## config.mk

```make
export PLATFORM = sky130hd
export DESIGN_NAME = kos_ram
export DESIGN_NICKNAME = d
export VERILOG_FILES = /design/src/hdl/kos_ram.sv
export SDC_FILE = /design/constraint.sdc
export NUM_CORES = 2
export LEC_CHECK = 0
export BUFFER_PORTS_ARGS = -buffer_cell sky130_fd_sc_hd__buf_2
export CORE_UTILIZATION = 40
export DETAILED_ROUTE_END_ITERATION = 16
export PLACE_DENSITY = 0.53
export SLEW_MARGIN = 20
export SYNTH_ARGS = -nofsm -noshare
export SYNTH_HDL_FRONTEND = slang
export SYNTH_SLANG_ARGS = --single-unit
```

## constraint.sdc

```tcl
create_clock -name clk -period 5.9 [get_ports clk]
set_input_delay 1.18 -clock clk [delete_from_list [all_inputs] [get_ports clk]]
set_output_delay 1.18 -clock clk [all_outputs]
set_load 0.05 [all_outputs]
```

## src/hdl/kos_ram.sv

```systemverilog
// generic single-write, single-read ram with registered read data
module kos_ram #(
  parameter int WIDTH = 8,
  parameter int DEPTH = 256
) (
  input  logic                     clk,
  input  logic                     we,
  input  logic [$clog2(DEPTH)-1:0] waddr,
  input  logic [WIDTH-1:0]         wdata,
  input  logic [$clog2(DEPTH)-1:0] raddr,
  output logic [WIDTH-1:0]         rdata
);

  logic [WIDTH-1:0] mem [DEPTH];

  always_ff @(posedge clk) begin
    if (we) begin
      mem[waddr] <= wdata;
    end
    rdata <= mem[raddr];
  end

endmodule
```

==> flow_summary.yaml <==
clock_network:
  cts.sinks: 2056
  cts.path.max_buffers: 3
  root_buffer: "clkbuf_16"
  htreeDepth: 4
  tritoncts: "done"
  postCtsSetupBuffers: 0
  cts_resized: 0
  worstSkewPairLatency_ns: 0.86
  hold_buffers: 0
  clkSlewWorstSetupHoldPaths_ns: 0.06
  cts-buffers-inserted: 211
floorplanning:
  initial_utilization_pct: 40.30
  ioPinCount: 34
  std_cell_rows: 163
  die-height_um: 448.0
  core_area_um2: 197400
  die_area_um2: 200700
  die_x_um: 448.0
logic_synthesis:
  synth_seq_cells: 2056
  netlist_instances: 3733
  synth_cell_type_count: 55
  yosysSeqAreaShare_pct: 77.50
  synth_area_um2: 79560
  avgSynthCellArea_um2: 21.31
  synth_area_leaders: "edfxtp_1, mux4_2, mux2i_1"
  synth_flop_cell: "edfxtp_1"
  yosysTopAreaCellShare_pct: 77.30
  ys_warn_count: 0
  synth_edf_count: 2048
  synth_async_sr_flop_share_pct: 0
  yosysTopAreaCell: "edfxtp_1"
  synth_fp_nets: 3759
power_and_ir_drop:
  power.density_nw_per_um2: 340.9
  p_leak_nw: 27.56
  peakVddDrop_v: 0.0002965
sta:
  fin_tns_setup_ns: 0
  finalSetupViolations: 0
  relSlewSlack_pct: 17.42
  fin_ws_ns: 1.867
  fin_skew_ns: 0.03121
  min_period_over_period_pct: 68.36
  finalHoldViolations: 0
  period_needed_ns: 4.033
  clock.fmax_mhz: 247.9
  hold_ws_ns: 0.7407
  rsz0062_at_grt: "no"
  slew_viol_final: 0
  worst_pin_slew_ns: 1.227
drt:
  avgRoutedWirePerCell_um: 30.67
  drc: 0
  drt-initial-drc-count: 4172
  wl_um: 206100
  vias_per_cell: 5.714
  drt-pass1-iter-count: 6
  ant_nets: 0
  vias: 38410
placed_design:
  dp_slack_ns: 1.010
  gp_congestion: 0.8113
  portBuffers: 33
  hpwl_um: 126200
global_routing:
  antenna_found_initial: 14
  grt_pass1_wl_um: 294000
  grt_util_all_layers_pct: 20.61
  grt_max_degree: 160
  grt_pass1_vias: 38840
  grt-ovfl-total: 0
layout:
  area_delta_synth_final_pct: 13.02
  final_cell_mix: "edfxtp_1, mux4_2, nor2_1"
  nets: 3920
  drive_gt1_share_pct: 23.39
  mostFrequentLayoutCell: "edfxtp_1"
worst_setup_path:
  start_kind: "input pin"
  worstPathArrival_ns: 4.70
  path_max_fanout: 78
  worstSetupPathType: "input pin to register"
  reg2regPathDepth: 6
  critPathRequiredTime_ns: 6.57
  critPathCaptureType: "register"
hold_path:
  hold_class: "input pin to register"
  hold_depth: 1
outcome:
  status: "complete, no violations"
job:
  max_cap_viol_count: 0
## worst max-delay path, stage by stage
cell and delay [ns]:
buf_8 0.53, buf_12 0.38, mux4_2 0.37, a22o_1 0.26, a221oi_1 0.61, o32ai_1 0.23
nor3_1 0.84, nor4_1 0.16
## cells in the mapped netlist, types with 27 or more instances
cell type and count:
nor2b_1 31, edfxtp_1 2048, o221ai_1 46, a21oi_1 96, o22ai_1 28, nor2_1 282, clkbuf_1 111, mux4_2 454
mux2i_1 134, buf_2 31, nand3_1 34, a22oi_1 133, buf_4 27, nand2_1 33
## area by class of cell
type | count | area (µm²)
Fill cell | 16740 | 107500
Sequential cell | 2056 | 61660
Multi-Input combinational cell | 1442 | 16520
Clock buffer | 269 | 5580
Tap cell | 2640 | 3303
Timing Repair Buffer | 181 | 1699
Clock inverter | 124 | 1130
Antenna cell | 7 | 17.52
Inverter | 2 | 7.507
## stage by stage
| stage | instances | cell area (µm²) | power (mW) | utilization, % |
|---|---|---|---|---|
| floorplan | 3733 | 79560 | 17.24 | - |
| global placement | 6318 | 83130 | 17.97 | 42.11 |
| detailed placement | 6320 | 83150 | 17.98 | 42.12 |
| CTS | 6713 | 89860 | 30.90 | 45.52 |
| global route | 6716 | 89900 | 31.47 | 45.54 |
| finish | 6721 | 89920 | 30.65 | 45.55 |
## per-layer routing
layer,vias to the layer above,wire length (µm),GRT usage [%]
met2,1337,100000,33.19
li1,16050,-,-
met1,20750,88740,29.18
met5,-,22,0
met4,4,4579,5.163
met3,266,12770,3.568
## state kept, by name, summed over array words and instances (netlist names)
name and count:
rdata 8, mem 2048
## final timing paths
kind	startpoint	end	slack, ns
hold / removal	wdata[1]	mem[77][1]$_DFFE_PP_	0.74
hold reg to reg	mem[40][3]$_DFFE_PP_	rdata[3]$_DFF_P_	1.07
setup / recovery	raddr[1]	rdata[5]$_DFF_P_	1.87
setup reg to reg	mem[83][5]$_DFFE_PP_	rdata[5]$_DFF_P_	2.79
## cell families (layout without fill, tap and decap cells)
| logic type | count (synthesis) | count (layout) | share of synthesized area [%] |
|---|---|---|---|
| simple gates | 466 | 466 | 2.628 |
| flops | 2056 | 2056 | 77.50 |
| buf+inv | 235 | 576 | 1.831 |
| mux | 591 | 591 | 14.62 |
| compound gates | 385 | 385 | 3.419 |
| other cells | 0 | 7 | 0 |
## where the power goes
part	internal, mW	switching, mW
combinational	0.503	1.01
clock	7.39	5.62
sequential	16.1	0.0303
total	24.0	6.66
No activity file was read; power rests on OpenSTA's default activity.
